`src/hdl/cbsd_pkg.sv`:
```
package cbsd_pkg;

  localparam int DEPTH_W = 5;

  typedef enum logic [3:0] {
    EV_UINT     = 4'd0,
    EV_NEGINT   = 4'd1,
    EV_BYTES    = 4'd2,
    EV_TEXT     = 4'd3,
    EV_ARRAY    = 4'd4,
    EV_MAP      = 4'd5,
    EV_TAG      = 4'd6,
    EV_FLOAT    = 4'd7,
    EV_NULL     = 4'd8,
    EV_PAYLOAD  = 4'd9,
    EV_KEY_HDR  = 4'd10,
    EV_KEY_BYTE = 4'd11,
    EV_ERROR    = 4'd12
  } ev_kind_t;

  typedef enum logic [3:0] {
    ERR_NONE       = 4'd0,
    ERR_TRUNCATED  = 4'd1,
    ERR_NEG_LENGTH = 4'd2,
    ERR_ARG64      = 4'd3,
    ERR_INDEF      = 4'd4,
    ERR_BAD_INFO   = 4'd5,
    ERR_KEY_TEXT   = 4'd6,
    ERR_BAD_MAJOR7 = 4'd7,
    ERR_DEPTH      = 4'd8
  } err_code_t;

  localparam logic [2:0] MAJ_UINT   = 3'd0;
  localparam logic [2:0] MAJ_NEGINT = 3'd1;
  localparam logic [2:0] MAJ_BYTES  = 3'd2;
  localparam logic [2:0] MAJ_TEXT   = 3'd3;
  localparam logic [2:0] MAJ_ARRAY  = 3'd4;
  localparam logic [2:0] MAJ_MAP    = 3'd5;
  localparam logic [2:0] MAJ_TAG    = 3'd6;
  localparam logic [2:0] MAJ_SIMPLE = 3'd7;

  localparam logic [4:0] INFO_ARG1   = 5'd24;
  localparam logic [4:0] INFO_ARG2   = 5'd25;
  localparam logic [4:0] INFO_ARG4   = 5'd26;
  localparam logic [4:0] INFO_ARG8   = 5'd27;
  localparam logic [4:0] INFO_INDEF  = 5'd31;
  localparam logic [4:0] INFO_NULL   = 5'd22;

  typedef struct packed {
    logic [7:0] data_byte;
    logic       frame_start;
    logic       frame_end;
    logic [2:0] major;
    logic [4:0] info;
  } item_t;

  typedef struct packed {
    ev_kind_t           event_kind;
    logic [31:0]        value;
    logic [DEPTH_W-1:0] depth;
    err_code_t          error_code;
    logic               message_done;
  } event_t;

  // double to single, round to nearest even
  function automatic logic [31:0] d2s(input logic [63:0] d);
    logic [31:0] s;
    logic [10:0] e;
    logic [51:0] m;
    logic [30:0] c;
    logic [28:0] rem_n;
    logic [9:0]  sh_w;
    logic [5:0]  sh;
    logic [63:0] sig;
    logic [63:0] rem_s;
    logic [63:0] half_s;
    logic [63:0] q;
    logic [31:0] r;
    begin
      s     = {d[63], 31'd0};
      e     = d[62:52];
      m     = d[51:0];
      c     = '0;
      rem_n = m[28:0];
      sh_w  = 10'd926 - {1'b0, e[8:0]};
      sh    = sh_w[5:0];
      sig   = {11'd0, 1'b1, m};
      rem_s = '0;
      half_s = '0;
      q     = '0;
      if (e == 11'h7FF) begin
        if (m == '0) r = s | 32'h7F80_0000;
        else r = s | 32'h7FC0_0000 | {9'd0, m[51:29]};
      end else if (e == 11'd0) begin
        r = s;
      end else if (e >= 11'd1151) begin
        r = s | 32'h7F80_0000;
      end else if (e > 11'd896) begin
        c = {(e[7:0] - 8'd128), m[51:29]};
        if (rem_n > 29'h1000_0000 || (rem_n == 29'h1000_0000 && c[0])) c = c + 31'd1;
        r = s | {1'b0, c};
      end else if (e < 11'd873) begin
        r = s;
      end else begin
        q      = sig >> sh;
        rem_s  = sig & ((64'd1 << sh) - 64'd1);
        half_s = 64'd1 << (sh - 6'd1);
        if (rem_s > half_s || (rem_s == half_s && q[0])) q = q + 64'd1;
        r = s | q[31:0];
      end
      return r;
    end
  endfunction

endpackage

```
`src/hdl/cbsd_if.sv`:
```
interface cbsd_in_if;
  logic       valid;
  logic       ready;
  logic [7:0] data_byte;
  logic       frame_start;
  logic       frame_end;
  modport source (output valid, data_byte, frame_start, frame_end, input ready);
  modport sink (input valid, data_byte, frame_start, frame_end, output ready);
endinterface

interface cbsd_ev_if;
  logic        valid;
  logic        ready;
  logic [3:0]  event_kind;
  logic [31:0] value;
  logic [4:0]  depth;
  logic [3:0]  error_code;
  logic        message_done;
  modport source (output valid, event_kind, value, depth, error_code, message_done,
                  input ready);
  modport sink (input valid, event_kind, value, depth, error_code, message_done,
                output ready);
endinterface

```
`src/hdl/cbor_stream_decoder.sv`:
```
// Path: a byte passes the front register and the item queue, then the core writes its
// event into the event queue; output is taken from a 2-entry queue.
// Throughput: 1 byte per cycle while the event output is ready; the core's stack
// update over the per-level count registers sets that figure.
// Reset (rst, synchronous): parser at header phase, no open containers, not halted,
// all queues empty. Nesting stack entries hold no reset value.
module cbor_stream_decoder
  import cbsd_pkg::*;
#(
  parameter int MAX_DEPTH = 16
) (
  input logic         clk,
  input logic         rst,
  cbsd_in_if.sink     byte_in,
  cbsd_ev_if.source   event_out
);
  localparam int IW = $bits(item_t);
  localparam int EW = $bits(event_t);

  // front register -> item queue -> parser core -> event queue
  logic   f_valid;
  logic   f_ready;
  item_t  f_item;

  logic   q_valid;
  logic   q_ready;
  item_t  q_item;
  logic [IW-1:0] q_bits;

  logic   c_valid;
  logic   c_ready;
  event_t c_event;

  logic [EW-1:0] o_bits;
  event_t        o_event;

  cbsd_front u_front (
    .clk         (clk),
    .rst         (rst),
    .in_valid    (byte_in.valid),
    .in_ready    (byte_in.ready),
    .data_byte   (byte_in.data_byte),
    .frame_start (byte_in.frame_start),
    .frame_end   (byte_in.frame_end),
    .out_valid   (f_valid),
    .out_ready   (f_ready),
    .out_item    (f_item)
  );

  // lets the front keep taking bytes while the core waits on the event queue
  cbsd_fifo #(.WIDTH(IW), .DEPTH(2)) u_item_q (
    .clk      (clk),
    .rst      (rst),
    .wr_valid (f_valid),
    .wr_ready (f_ready),
    .wr_data  (f_item),
    .rd_valid (q_valid),
    .rd_ready (q_ready),
    .rd_data  (q_bits)
  );
  assign q_item = item_t'(q_bits);

  cbsd_core #(.MAX_DEPTH(MAX_DEPTH)) u_core (
    .clk       (clk),
    .rst       (rst),
    .in_valid  (q_valid),
    .in_ready  (q_ready),
    .in_item   (q_item),
    .out_valid (c_valid),
    .out_ready (c_ready),
    .out_event (c_event)
  );

  // a byte that yields no event still needs queue space to be consumed
  cbsd_fifo #(.WIDTH(EW), .DEPTH(2)) u_event_q (
    .clk      (clk),
    .rst      (rst),
    .wr_valid (c_valid),
    .wr_ready (c_ready),
    .wr_data  (c_event),
    .rd_valid (event_out.valid),
    .rd_ready (event_out.ready),
    .rd_data  (o_bits)
  );
  assign o_event = event_t'(o_bits);

  assign event_out.event_kind   = o_event.event_kind;
  assign event_out.value        = o_event.value;
  assign event_out.depth        = o_event.depth;
  assign event_out.error_code   = o_event.error_code;
  assign event_out.message_done = o_event.message_done;
endmodule

```
`src/hdl/cbsd_fifo.sv`:
```
module cbsd_fifo #(
  parameter int WIDTH = 8,
  parameter int DEPTH = 2
) (
  input  logic             clk,
  input  logic             rst,
  input  logic             wr_valid,
  output logic             wr_ready,
  input  logic [WIDTH-1:0] wr_data,
  output logic             rd_valid,
  input  logic             rd_ready,
  output logic [WIDTH-1:0] rd_data
);
  localparam int PW = (DEPTH > 1) ? $clog2(DEPTH) : 1;
  localparam int CW = $clog2(DEPTH + 1);

  logic [WIDTH-1:0] mem [DEPTH];
  logic [PW-1:0]    wr_ptr;
  logic [PW-1:0]    rd_ptr;
  logic [CW-1:0]    fill;
  logic             push;
  logic             pop;

  assign wr_ready = fill != CW'(DEPTH);
  assign rd_valid = fill != '0;
  assign rd_data  = mem[rd_ptr];
  assign push     = wr_valid && wr_ready;
  assign pop      = rd_valid && rd_ready;

  always_ff @(posedge clk) begin
    if (rst) begin
      wr_ptr <= '0;
      rd_ptr <= '0;
      fill   <= '0;
    end else begin
      if (push) wr_ptr <= (wr_ptr == PW'(DEPTH - 1)) ? '0 : wr_ptr + PW'(1);
      if (pop) rd_ptr <= (rd_ptr == PW'(DEPTH - 1)) ? '0 : rd_ptr + PW'(1);
      if (push && !pop) fill <= fill + CW'(1);
      else if (pop && !push) fill <= fill - CW'(1);
    end
  end

  always_ff @(posedge clk) begin
    if (push) mem[wr_ptr] <= wr_data;
  end
endmodule

```
`src/hdl/cbsd_front.sv`:
```
module cbsd_front
  import cbsd_pkg::*;
(
  input  logic       clk,
  input  logic       rst,
  input  logic       in_valid,
  output logic       in_ready,
  input  logic [7:0] data_byte,
  input  logic       frame_start,
  input  logic       frame_end,
  output logic       out_valid,
  input  logic       out_ready,
  output item_t      out_item
);
  logic  held;
  item_t item;

  assign in_ready  = !held || out_ready;
  assign out_valid = held;
  assign out_item  = item;

  always_ff @(posedge clk) begin
    if (rst) begin
      held <= 1'b0;
    end else if (in_ready) begin
      held <= in_valid;
    end
  end

  // split the head byte into major type and additional info
  always_ff @(posedge clk) begin
    if (in_valid && in_ready) begin
      item.data_byte   <= data_byte;
      item.frame_start <= frame_start;
      item.frame_end   <= frame_end;
      item.major       <= data_byte[7:5];
      item.info        <= data_byte[4:0];
    end
  end
endmodule

```
`src/hdl/cbsd_core.sv`:
```
module cbsd_core
  import cbsd_pkg::*;
#(
  parameter int MAX_DEPTH = 16
) (
  input  logic   clk,
  input  logic   rst,
  input  logic   in_valid,
  output logic   in_ready,
  input  item_t  in_item,
  output logic   out_valid,
  input  logic   out_ready,
  output event_t out_event
);
  localparam int LW = $clog2(MAX_DEPTH + 1);
  localparam int IW = (MAX_DEPTH > 1) ? $clog2(MAX_DEPTH) : 1;

  typedef enum logic [2:0] {
    PH_HEADER, PH_ARG, PH_PAYLOAD, PH_FLOAT, PH_DONE
  } phase_t;

  phase_t      phase;
  logic [2:0]  hdr_major;
  logic [4:0]  hdr_info;
  logic [31:0] arg_val;
  logic [3:0]  arg_left;
  logic [30:0] pay_left;
  logic [63:0] fbits;
  logic [LW-1:0] level;
  logic        halted;

  logic [31:0]          cnt [MAX_DEPTH];
  logic [MAX_DEPTH-1:0] cnt_one;
  logic [MAX_DEPTH-1:0] is_map;
  logic [MAX_DEPTH-1:0] wants_key;

  phase_t      phase_e;
  logic [LW-1:0] level_e;
  logic        halted_e;
  logic [IW-1:0] top_ix;
  logic        in_key;

  logic [IW-1:0] surv;
  logic        cv_found;

  logic        take;
  logic        ev_v;
  ev_kind_t    ev_kind;
  logic [31:0] ev_val;
  err_code_t   ev_err;
  logic        ev_done;
  logic [LW-1:0] ev_depth;
  logic        do_cv;
  logic        do_ck;
  logic        do_push;
  logic        fh;
  logic [31:0] fh_a;
  phase_t      phase_next;
  logic [2:0]  maj_next;
  logic [4:0]  info_next;
  logic [31:0] arg_next;
  logic [3:0]  arg_left_next;
  logic [30:0] pay_left_next;
  logic [63:0] fbits_next;
  logic [LW-1:0] level_next;
  logic        halted_next;
  logic [3:0]  arg_dec;
  logic [30:0] pay_dec;

  assign take      = in_valid && out_ready;
  assign in_ready  = out_ready;
  assign out_valid = in_valid && ev_v;

  assign phase_e  = in_item.frame_start ? PH_HEADER : phase;
  assign level_e  = in_item.frame_start ? '0 : level;
  assign halted_e = in_item.frame_start ? 1'b0 : halted;
  assign top_ix   = IW'(level_e - LW'(1));
  assign in_key   = (level_e != '0) && is_map[top_ix] && wants_key[top_ix];
  assign arg_dec  = (arg_left != '0) ? arg_left - 4'd1 : '0;
  assign pay_dec  = (pay_left != '0) ? pay_left - 31'd1 : '0;

  // closing a value: highest open level whose count is not about to hit zero survives
  always_comb begin
    surv     = '0;
    cv_found = 1'b0;
    for (int i = 0; i < MAX_DEPTH; i++) begin
      if (LW'(i) < level_e && !cnt_one[i]) begin
        surv     = IW'(i);
        cv_found = 1'b1;
      end
    end
  end

  always_comb begin
    ev_v          = 1'b0;
    ev_kind       = EV_UINT;
    ev_val        = '0;
    ev_err        = ERR_NONE;
    do_cv         = 1'b0;
    do_ck         = 1'b0;
    do_push       = 1'b0;
    fh            = 1'b0;
    fh_a          = '0;
    phase_next    = phase_e;
    maj_next      = hdr_major;
    info_next     = hdr_info;
    arg_next      = arg_val;
    arg_left_next = arg_left;
    pay_left_next = pay_left;
    fbits_next    = fbits;
    halted_next   = halted_e;
    if (!halted_e) begin
      unique case (phase_e)
        PH_HEADER: begin
          maj_next  = in_item.major;
          info_next = in_item.info;
          arg_next  = '0;
          if (in_key && in_item.major != MAJ_TEXT) begin
            ev_v = 1'b1; ev_kind = EV_ERROR; ev_err = ERR_KEY_TEXT;
          end else if (in_item.major == MAJ_SIMPLE) begin
            if (in_item.info == INFO_ARG4 || in_item.info == INFO_ARG8) begin
              phase_next    = PH_FLOAT;
              arg_left_next = (in_item.info == INFO_ARG4) ? 4'd4 : 4'd8;
              fbits_next    = '0;
            end else if (in_item.info == INFO_NULL) begin
              ev_v = 1'b1; ev_kind = EV_NULL; do_cv = 1'b1;
            end else begin
              ev_v = 1'b1; ev_kind = EV_ERROR; ev_err = ERR_BAD_MAJOR7;
            end
          end else if (in_item.info < INFO_ARG1) begin
            arg_next = {27'd0, in_item.info};
            fh       = 1'b1;
            fh_a     = {27'd0, in_item.info};
          end else if (in_item.info == INFO_ARG1) begin
            arg_left_next = 4'd1; phase_next = PH_ARG;
          end else if (in_item.info == INFO_ARG2) begin
            arg_left_next = 4'd2; phase_next = PH_ARG;
          end else if (in_item.info == INFO_ARG4) begin
            arg_left_next = 4'd4; phase_next = PH_ARG;
          end else if (in_item.info == INFO_ARG8) begin
            ev_v = 1'b1; ev_kind = EV_ERROR; ev_err = ERR_ARG64;
          end else if (in_item.info == INFO_INDEF) begin
            ev_v = 1'b1; ev_kind = EV_ERROR; ev_err = ERR_INDEF;
          end else begin
            ev_v = 1'b1; ev_kind = EV_ERROR; ev_err = ERR_BAD_INFO;
          end
        end
        PH_ARG: begin
          arg_next      = {arg_val[23:0], in_item.data_byte};
          arg_left_next = arg_dec;
          if (arg_dec == '0) begin
            fh   = 1'b1;
            fh_a = {arg_val[23:0], in_item.data_byte};
          end
        end
        PH_FLOAT: begin
          fbits_next    = {fbits[55:0], in_item.data_byte};
          arg_left_next = arg_dec;
          if (arg_dec == '0) begin
            ev_v    = 1'b1;
            ev_kind = EV_FLOAT;
            ev_val  = (hdr_info == INFO_ARG8) ? d2s({fbits[55:0], in_item.data_byte})
                                              : {fbits[23:0], in_item.data_byte};
            do_cv   = 1'b1;
          end
        end
        PH_PAYLOAD: begin
          ev_v          = 1'b1;
          ev_kind       = in_key ? EV_KEY_BYTE : EV_PAYLOAD;
          ev_val        = {24'd0, in_item.data_byte};
          pay_left_next = pay_dec;
          if (pay_dec == '0) begin
            if (in_key) do_ck = 1'b1;
            else do_cv = 1'b1;
          end
        end
        PH_DONE: begin
        end
        default: begin
        end
      endcase

      // header argument complete
      if (fh) begin
        unique case (maj_next)
          MAJ_UINT: begin
            ev_v = 1'b1; ev_kind = EV_UINT; ev_val = fh_a; do_cv = 1'b1;
          end
          MAJ_NEGINT: begin
            ev_v = 1'b1; ev_kind = EV_NEGINT; ev_val = ~fh_a; do_cv = 1'b1;
          end
          MAJ_BYTES, MAJ_TEXT: begin
            ev_v = 1'b1;
            if (fh_a[31]) begin
              ev_kind = EV_ERROR; ev_err = ERR_NEG_LENGTH;
            end else begin
              ev_kind = in_key ? EV_KEY_HDR
                               : ((maj_next == MAJ_TEXT) ? EV_TEXT : EV_BYTES);
              ev_val  = fh_a;
              if (fh_a == '0) begin
                if (in_key) do_ck = 1'b1;
                else do_cv = 1'b1;
              end else begin
                pay_left_next = fh_a[30:0];
                phase_next    = PH_PAYLOAD;
              end
            end
          end
          MAJ_ARRAY, MAJ_MAP: begin
            ev_v = 1'b1;
            if (fh_a[31]) begin
              ev_kind = EV_ERROR; ev_err = ERR_NEG_LENGTH;
            end else if (fh_a == '0) begin
              ev_kind = (maj_next == MAJ_MAP) ? EV_MAP : EV_ARRAY;
              do_cv   = 1'b1;
            end else if (level_e >= LW'(MAX_DEPTH)) begin
              ev_kind = EV_ERROR; ev_err = ERR_DEPTH;
            end else begin
              ev_kind    = (maj_next == MAJ_MAP) ? EV_MAP : EV_ARRAY;
              ev_val     = fh_a;
              do_push    = 1'b1;
              phase_next = PH_HEADER;
            end
          end
          default: begin
            ev_v = 1'b1; ev_kind = EV_TAG; ev_val = fh_a; do_cv = 1'b1;
          end
        endcase
      end

      if (do_ck) phase_next = PH_HEADER;
      if (do_cv) phase_next = cv_found ? PH_HEADER : PH_DONE;
    end

    priority if (do_push) level_next = level_e + LW'(1);
    else if (do_cv) level_next = cv_found ? LW'(surv) + LW'(1) : '0;
    else level_next = level_e;

    ev_done  = do_cv && !cv_found;
    ev_depth = level_e;

    if (!halted_e) begin
      if (ev_v && ev_kind == EV_ERROR) begin
        halted_next = 1'b1;
      end else if (in_item.frame_end && phase_next != PH_DONE) begin
        ev_v        = 1'b1;
        ev_kind     = EV_ERROR;
        ev_err      = ERR_TRUNCATED;
        ev_val      = '0;
        ev_depth    = level_next;
        halted_next = 1'b1;
      end
    end
    if (ev_kind == EV_ERROR) ev_done = 1'b0;
  end

  assign out_event.event_kind   = ev_kind;
  assign out_event.value        = ev_val;
  assign out_event.depth        = DEPTH_W'(ev_depth);
  assign out_event.error_code   = ev_err;
  assign out_event.message_done = ev_done;

  always_ff @(posedge clk) begin
    if (rst) begin
      phase  <= PH_HEADER;
      level  <= '0;
      halted <= 1'b0;
    end else if (take) begin
      phase  <= phase_next;
      level  <= level_next;
      halted <= halted_next;
    end
  end

  always_ff @(posedge clk) begin
    if (take) begin
      hdr_major <= maj_next;
      hdr_info  <= info_next;
      arg_val   <= arg_next;
      arg_left  <= arg_left_next;
      pay_left  <= pay_left_next;
      fbits     <= fbits_next;
    end
  end

  // one set of registers and a decrementer per nesting level
  always_ff @(posedge clk) begin
    for (int i = 0; i < MAX_DEPTH; i++) begin
      if (take && !halted_e) begin
        if (do_push && LW'(i) == level_e) begin
          cnt[i]       <= fh_a;
          cnt_one[i]   <= fh_a == 32'd1;
          is_map[i]    <= maj_next == MAJ_MAP;
          wants_key[i] <= maj_next == MAJ_MAP;
        end else if (do_cv && cv_found && IW'(i) == surv) begin
          cnt[i]     <= cnt[i] - 32'd1;
          cnt_one[i] <= cnt[i] == 32'd2;
          if (is_map[i]) wants_key[i] <= 1'b1;
        end else if (do_ck && LW'(i) + LW'(1) == level_e) begin
          wants_key[i] <= 1'b0;
        end
      end
    end
  end

  a_err_halts: assert property (@(posedge clk) disable iff (rst)
    take && ev_v && ev_kind == EV_ERROR |=> halted)
    else $error("error event did not halt the parser");

  a_push_cv_excl: assert property (@(posedge clk) disable iff (rst)
    take |-> !(do_push && do_cv))
    else $error("push and close in the same byte");

  a_done_phase: assert property (@(posedge clk) disable iff (rst)
    take && ev_v && ev_done |=> phase == PH_DONE && level == '0)
    else $error("top item completed but parser not finished");

  a_halt_silent: assert property (@(posedge clk) disable iff (rst)
    take && halted && !in_item.frame_start |-> !ev_v)
    else $error("event while halted");

  a_level_range: assert property (@(posedge clk) disable iff (rst)
    take |=> level <= LW'(MAX_DEPTH))
    else $error("nesting level beyond stack");
endmodule
```
`src/flat_wrapper.sv`:
```
// flat-port wrapper written by rule: the top's interface ports become plain ports
module cbor_stream_decoder_flat import cbsd_pkg::*;
#(
  parameter int MAX_DEPTH = 16
)
  (clk, rst, byte_in_valid, byte_in_data_byte, byte_in_frame_start, byte_in_frame_end, byte_in_ready, event_out_valid, event_out_event_kind, event_out_value, event_out_depth, event_out_error_code, event_out_message_done, event_out_ready);
  cbsd_in_if byte_in_i ();
  cbsd_ev_if event_out_i ();
  input logic clk;
  input logic rst;
  input wire logic [$bits(byte_in_i.valid)-1:0] byte_in_valid;
  input wire logic [$bits(byte_in_i.data_byte)-1:0] byte_in_data_byte;
  input wire logic [$bits(byte_in_i.frame_start)-1:0] byte_in_frame_start;
  input wire logic [$bits(byte_in_i.frame_end)-1:0] byte_in_frame_end;
  output wire logic [$bits(byte_in_i.ready)-1:0] byte_in_ready;
  output wire logic [$bits(event_out_i.valid)-1:0] event_out_valid;
  output wire logic [$bits(event_out_i.event_kind)-1:0] event_out_event_kind;
  output wire logic [$bits(event_out_i.value)-1:0] event_out_value;
  output wire logic [$bits(event_out_i.depth)-1:0] event_out_depth;
  output wire logic [$bits(event_out_i.error_code)-1:0] event_out_error_code;
  output wire logic [$bits(event_out_i.message_done)-1:0] event_out_message_done;
  input wire logic [$bits(event_out_i.ready)-1:0] event_out_ready;
  assign byte_in_i.valid = byte_in_valid;
  assign byte_in_i.data_byte = byte_in_data_byte;
  assign byte_in_i.frame_start = byte_in_frame_start;
  assign byte_in_i.frame_end = byte_in_frame_end;
  assign byte_in_ready = byte_in_i.ready;
  assign event_out_valid = event_out_i.valid;
  assign event_out_event_kind = event_out_i.event_kind;
  assign event_out_value = event_out_i.value;
  assign event_out_depth = event_out_i.depth;
  assign event_out_error_code = event_out_i.error_code;
  assign event_out_message_done = event_out_i.message_done;
  assign event_out_i.ready = event_out_ready;
  cbor_stream_decoder #(.MAX_DEPTH(MAX_DEPTH)) u_core (.clk(clk), .rst(rst), .byte_in(byte_in_i), .event_out(event_out_i));
endmodule
```
`config.mk`:
```
export PLATFORM = sky130hd
export DESIGN_NAME = cbor_stream_decoder_flat
export DESIGN_NICKNAME = d
export VERILOG_FILES = /design/src/hdl/cbsd_pkg.sv /design/src/hdl/cbsd_if.sv /design/src/hdl/cbor_stream_decoder.sv /design/src/hdl/cbsd_fifo.sv /design/src/hdl/cbsd_front.sv /design/src/hdl/cbsd_core.sv /design/src/flat_wrapper.sv
export SDC_FILE = /design/constraint.sdc
export NUM_CORES = 2
export LEC_CHECK = 0
export ABC_AREA = 1
export CAP_MARGIN = 20
export CORE_MARGIN = 3
export CORE_UTILIZATION = 39
export CTS_CLUSTER_SIZE = 12
export DETAILED_ROUTE_END_ITERATION = 8
export DONT_BUFFER_PORTS = 1
export GPL_TIMING_DRIVEN = 0
export HOLD_SLACK_MARGIN = 0.05
export PLACE_DENSITY = 0.59
export SYNTH_ARGS = -nofsm -noshare
export SYNTH_HDL_FRONTEND = slang
export SYNTH_SLANG_ARGS = --single-unit
```
`constraint.sdc`:
```
create_clock -name clk -period 16.4 [get_ports clk]
set_input_delay 3.28 -clock clk [delete_from_list [all_inputs] [get_ports clk]]
set_output_delay 3.28 -clock clk [all_outputs]
set_load 0.02 [all_outputs]
```
==> report_table.html <==
<table>
<tr><th>Metric</th><th>Value</th></tr>
<tr><th colspan="2">Global route</th></tr>
<tr><td>Wire length of the first global-routing pass</td><td>~340000 um</td></tr>
<tr><td>GRT overflow</td><td>0</td></tr>
<tr><td>Maximum number of pins on one net before global-route repair</td><td>42</td></tr>
<tr><td>Antenna violations before repair</td><td>21</td></tr>
<tr><td>Total global-route track usage</td><td>a little under a third</td></tr>
<tr><td>Number of global-route vias before repair</td><td>52100</td></tr>
<tr><th colspan="2">CTS</th></tr>
<tr><td>Number of buffers on the longest clock path</td><td>3</td></tr>
<tr><td>Post-cts sizing count</td><td>0</td></tr>
<tr><td>Latest clock arrival within the worst-skew pair</td><td>between 0.7 and 0.8 ns</td></tr>
<tr><td>Number of buffers added to fix hold violations after cts</td><td>0</td></tr>
<tr><td>Clock-pin slew on the worst setup and hold paths</td><td>roughly 0.060 ns</td></tr>
<tr><td>Cell chosen for the clock root</td><td>sky130_fd_sc_hd__clkbuf_16</td></tr>
<tr><td>CTS tree</td><td>built</td></tr>
<tr><td>Number of buffers created by CTS</td><td>91</td></tr>
<tr><td>Post-CTS Repair Setup Buffers</td><td>0</td></tr>
<tr><td>CTS Sinks</td><td>825</td></tr>
<tr><td>H-tree depth reported by CTS</td><td>3</td></tr>
<tr><th colspan="2">Timing</th></tr>
<tr><td>Tcrit/Tclk final</td><td>between 50% and 60%</td></tr>
<tr><td>Pins over their slew limit</td><td>0</td></tr>
<tr><td>Worst Max-Slew Pin Slew</td><td>around 1.3 ns</td></tr>
<tr><td>Worst Clk Skew</td><td>0.03262 ns</td></tr>
<tr><td>Total negative setup slack</td><td>0 ns</td></tr>
<tr><td>Unrepaired setup endpoints after global routing</td><td>false</td></tr>
<tr><td>Max-Slew Margin vs Limit</td><td>between 10% and 20%</td></tr>
<tr><td>Number of failing hold endpoints at the final stage</td><td>0</td></tr>
<tr><td>Final setup fails</td><td>0</td></tr>
<tr><td>Shortest period the worst path allows</td><td>8.925 ns</td></tr>
<tr><td>Max Clk Rate</td><td>112.0 MHz</td></tr>
<tr><th colspan="2">Logic synthesis</th></tr>
<tr><td>Mapped cell area</td><td>about 0.058 mm2</td></tr>
<tr><td>Average cell area after synthesis</td><td>between 7 and 8 um2</td></tr>
<tr><td>Number of flip-flops and latches in the synthesized netlist</td><td>about 830</td></tr>
<tr><td>Most frequently used cell type in the post-synthesis netlist</td><td>sky130_fd_sc_hd__nand2_1</td></tr>
<tr><td>Async SR Flop Fraction</td><td>0%</td></tr>
<tr><td>Number of warning messages in the yosys log</td><td>0</td></tr>
<tr><td>Most area-hungry cell type in the Yosys netlist</td><td>sky130_fd_sc_hd__edfxtp_1</td></tr>
<tr><td>Net Count, Synth</td><td>between 7000 and 8000</td></tr>
<tr><td>Count of flip-flops with a built-in enable after synthesis</td><td>around 810</td></tr>
<tr><td>Main synth FF type</td><td>sky130_fd_sc_hd__edfxtp_1</td></tr>
<tr><td>Top cell type's share of synthesized area</td><td>41.35%</td></tr>
<tr><td>Cells taking the most area after synthesis</td><td>sky130_fd_sc_hd__edfxtp_1 (41%), sky130_fd_sc_hd__nand2_1 (10%), sky130_fd_sc_hd__nor2_1 (8.1%)</td></tr>
<tr><td>Number of standard cells after synthesis</td><td>7758</td></tr>
<tr><td>Commonest cells post-synth</td><td>sky130_fd_sc_hd__nand2_1 (1581), sky130_fd_sc_hd__nor2_1 (1269), sky130_fd_sc_hd__edfxtp_1 (805), sky130_fd_sc_hd__inv_1 (799), sky130_fd_sc_hd__o21ai_0 (722)</td></tr>
<tr><td>Number of unique standard cell types used by synthesis</td><td>between 60 and 70</td></tr>
<tr><td>Sequential cell area fraction in the yosys report</td><td>between 40% and 50%</td></tr>
<tr><th colspan="2">Placed design</th></tr>
<tr><td>Port Buffers</td><td>0</td></tr>
<tr><td>RD Place Congestion</td><td>1.054</td></tr>
<tr><td>Cell total after placement</td><td>a little under 10000</td></tr>
<tr><td>DPL Wire Length</td><td>~180000 um</td></tr>
<tr><th colspan="2">Drt</th></tr>
<tr><td>Post-detailed-route via-to-cell ratio</td><td>5.719</td></tr>
<tr><td>Routed Wire Length</td><td>between 200000 and 250000 um</td></tr>
<tr><td>Initial drt markers</td><td>7351</td></tr>
<tr><td>Count of TritonRoute iterations in the first routing pass</td><td>6</td></tr>
<tr><td>Average routed wire per standard cell</td><td>around 24 um</td></tr>
<tr><td>Post-route antenna net violation count</td><td>0</td></tr>
<tr><td>Vias after detailed routing</td><td>57108</td></tr>
<tr><td>Detailed-route DRC error count</td><td>0</td></tr>
<tr><th colspan="2">Power</th></tr>
<tr><td>Net switching fraction of the power</td><td>43.01%</td></tr>
<tr><td>Sequential share of power</td><td>between 30% and 40%</td></tr>
<tr><td>Part of the power in combinational logic</td><td>41.0%</td></tr>
<tr><td>Internal Dissipation</td><td>roughly 4.8 mW</td></tr>
<tr><td>Maximum vdd drop</td><td>0.09035 mV</td></tr>
<tr><td>Clk pwr share</td><td>between 20% and 30%</td></tr>
<tr><td>Lkg Pwr</td><td>between 20 and 30 nW</td></tr>
<tr><td>Reported net switching power</td><td>around 3.6 mW</td></tr>
<tr><td>Power density cells</td><td>between 100 and 150 mW/mm2</td></tr>
<tr><th colspan="2">Worst setup path</th></tr>
<tr><td>Top Family by Delay on Critical Path</td><td>simple AND/OR/NAND/NOR gates</td></tr>
<tr><td>Startpoint kind of the worst setup timing path</td><td>register</td></tr>
<tr><td>Setup crit end kind</td><td>register</td></tr>
<tr><td>Depth of the critical timing path with buffers and inverters included</td><td>41</td></tr>
<tr><td>Depth of the most critical reg-to-reg path</td><td>just over 40</td></tr>
<tr><td>Required time reported for the critical path endpoint</td><td>approximately 17 ns</td></tr>
<tr><td>Slack of the worst reg-to-reg path</td><td>7.47 ns</td></tr>
<tr><td>Critical Path Sink</td><td>u_core.u_event_q.mem[1][34]$_DFFE_PP_</td></tr>
<tr><td>Worst-path cell with the longest stage delay</td><td>sky130_fd_sc_hd__edfxtp_1</td></tr>
<tr><td>Startpoint of the worst-slack reg-to-reg timing path</td><td>u_core.u_core.fbits[45]$_SDFFCE_PP0P_</td></tr>
<tr><td>Worst Path Arrival</td><td>9.44 ns</td></tr>
<tr><td>Dominant cell type by count on the critical path</td><td>sky130_fd_sc_hd__nand2_1</td></tr>
<tr><td>Largest stage delay, worst path</td><td>between 0.7 and 0.8 ns</td></tr>
<tr><td>Buf+Inv Stages, Crit Path</td><td>5</td></tr>
<tr><td>Launching instance or port of the critical path</td><td>u_core.u_core.fbits[45]$_SDFFCE_PP0P_</td></tr>
<tr><td>Worst flop-to-flop path endpoint</td><td>u_core.u_event_q.mem[1][34]$_DFFE_PP_</td></tr>
<tr><td>Maximum fanout encountered on the critical timing path</td><td>10</td></tr>
<tr><td>Worst setup path class</td><td>reg -&gt; reg</td></tr>
<tr><th colspan="2">Hold path</th></tr>
<tr><td>Class of the tightest hold or removal check</td><td>reg -&gt; reg</td></tr>
<tr><td>Hold-critical path depth</td><td>0</td></tr>
<tr><th colspan="2">Finish</th></tr>
<tr><td>Register area</td><td>about 0.025 mm2</td></tr>
<tr><td>Fraction of layout cells with a size suffix above 1</td><td>7.233%</td></tr>
<tr><td>Growth of design area from synthesis to finish</td><td>10.98%</td></tr>
<tr><td>Area of the multi-input gates</td><td>between 0.02 and 0.03 mm2</td></tr>
<tr><td>Number of filler cells placed in the layout</td><td>between 15000 and 20000</td></tr>
<tr><td>Final standard cell count with taps included and fillers excluded</td><td>around 10000</td></tr>
<tr><td>NumNets Final</td><td>around 8000</td></tr>
<tr><th colspan="2">Flow run</th></tr>
<tr><td>Maximum capacitance violations</td><td>0</td></tr>
<tr><th colspan="2">Floorplanning</th></tr>
<tr><td>X dimension of the die</td><td>~390 um</td></tr>
<tr><td>Effective utilization at floorplan</td><td>about two fifths</td></tr>
<tr><td>Die Y-Extent</td><td>~400 um</td></tr>
<tr><td>Number of placement rows</td><td>approximately 140</td></tr>
<tr><td>Die area</td><td>around 0.15 mm2</td></tr>
<tr><td>Area of the core</td><td>between 0.1 and 0.15 mm2</td></tr>
<tr><td>I/O pin cnt</td><td>62</td></tr>
<tr><th colspan="2">Run status</th></tr>
<tr><td>Status</td><td>finished clean</td></tr>
</table>
-- per-stage QoR --
step	area [um2]	hold WS [ns]	setup WS [ns]	utilization (%)	total power, mW
4_1_cts	64820	0.4481	7.762	43.69	8.335
3_5_place_dp	61960	0.4341	7.800	41.76	6.299
3_3_place_gp	60960	0.4274	7.279	41.09	6.174
2_1_floorplan	58460	0.4215	10.40	-	5.016
6_report	64880	0.4472	7.475	43.73	8.416
5_1_grt	64860	0.4619	6.783	43.71	8.784
-- power groups by stage --
stage / Combinational (mW) / Clock (mW) / Sequential, mW
final: 3.45 / 2.04 / 2.92
after global routing: 3.69 / 2.15 / 2.95
after CTS: 3.35 / 2.06 / 2.92
after detailed placement: 3.34 / 0 / 2.96
after global placement: 3.20 / 0 / 2.98
after floorplan: 2.10 / 0 / 2.92
-- worst min path at each step --
| stage | from | end | slack [ns] |
|---|---|---|---|
| 3_3_place_gp | u_core.u_front.out_item[7]$_DFFE_PP_ | u_core.u_item_q.mem[1][7]$_DFFE_PP_ | 0.43 |
| 2_1_floorplan | u_core.u_front.out_item[10]$_DFFE_PP_ | u_core.u_item_q.mem[0][10]$_DFFE_PP_ | 0.42 |
| 5_1_grt | u_core.u_front.out_item[7]$_DFFE_PP_ | u_core.u_item_q.mem[1][7]$_DFFE_PP_ | 0.46 |
| 4_1_cts | u_core.u_front.out_item[16]$_DFFE_PP_ | u_core.u_item_q.mem[1][16]$_DFFE_PP_ | 0.45 |
| 3_5_place_dp | u_core.u_front.out_item[16]$_DFFE_PP_ | u_core.u_item_q.mem[1][16]$_DFFE_PP_ | 0.43 |
| 6_report | u_core.u_front.out_item[16]$_DFFE_PP_ | u_core.u_item_q.mem[1][16]$_DFFE_PP_ | 0.45 |
-- state kept, by name (all words and copies together), names as in the netlist, 4 cells and up, named ones only --
signal	flops
u_core.u_core.wants_key	16
u_core.u_event_q.mem	92
u_core.u_core.cnt_one	16
u_core.u_core.pay_left	31
u_core.u_front.out_item	10
u_core.u_core.cnt	512
u_core.u_core.is_map	16
u_core.u_core.arg_left	4
u_core.u_core.level	5
u_core.u_item_q.mem	20
u_core.u_core.arg_val	24
u_core.u_core.hdr_info	5
u_core.u_core.fbits	56
-- routing by layer --
metal	track usage [%]	vias to the layer above	wire [um]
li1	-	26416	-
met3	6.202	458	25850
met5	0	-	0
met2	43.60	2985	99370
met4	11.49	0	9800
met1	43.70	27249	104200
-- kinds of logic after synthesis --
| family | count (synthesis) | synth area share, % |
|---|---|---|
| and+or+nand+nor | 3940 | 29.01 |
| AOI/OAI and AO/OA | 1309 | 12.17 |
| buffers and inverters | 1142 | 7.761 |
| DFF | 825 | 42.04 |
| xor gates and xnor gates | 387 | 5.811 |
| adders and majority gates | 109 | 2.333 |
| muxes | 46 | 0.8861 |
-- placed cells by master (no fill, tap or decap), types with 113 or more instances in the layout --
cell type                  count
sky130_fd_sc_hd__nand2_1    1581
sky130_fd_sc_hd__nor2_1     1240
sky130_fd_sc_hd__edfxtp_1    805
sky130_fd_sc_hd__inv_1       798
sky130_fd_sc_hd__o21ai_0     721
sky130_fd_sc_hd__nand3_1     535
sky130_fd_sc_hd__a21oi_1     269
sky130_fd_sc_hd__xor2_1      241
sky130_fd_sc_hd__clkbuf_1    163
sky130_fd_sc_hd__nor3_1      160
sky130_fd_sc_hd__xnor2_1     145
sky130_fd_sc_hd__nand4_1     114
sky130_fd_sc_hd__buf_2       113
-- final cells by class --
| type | count | share of cell area [%] |
|---|---|---|
| Antenna cell | 7 | 0.02700 |
| Buffer | 303 | 2.162 |
| Clock buffer | 120 | 3.774 |
| Clock inverter | 46 | 0.6326 |
| Inverter | 839 | 4.874 |
| Multi-Input combinational cell | 5791 | 45.51 |
| Sequential cell | 825 | 37.88 |
| Tap cell | 2002 | 3.861 |
| Timing Repair Buffer | 53 | 1.277 |
Power figures use the tool's default switching activity.
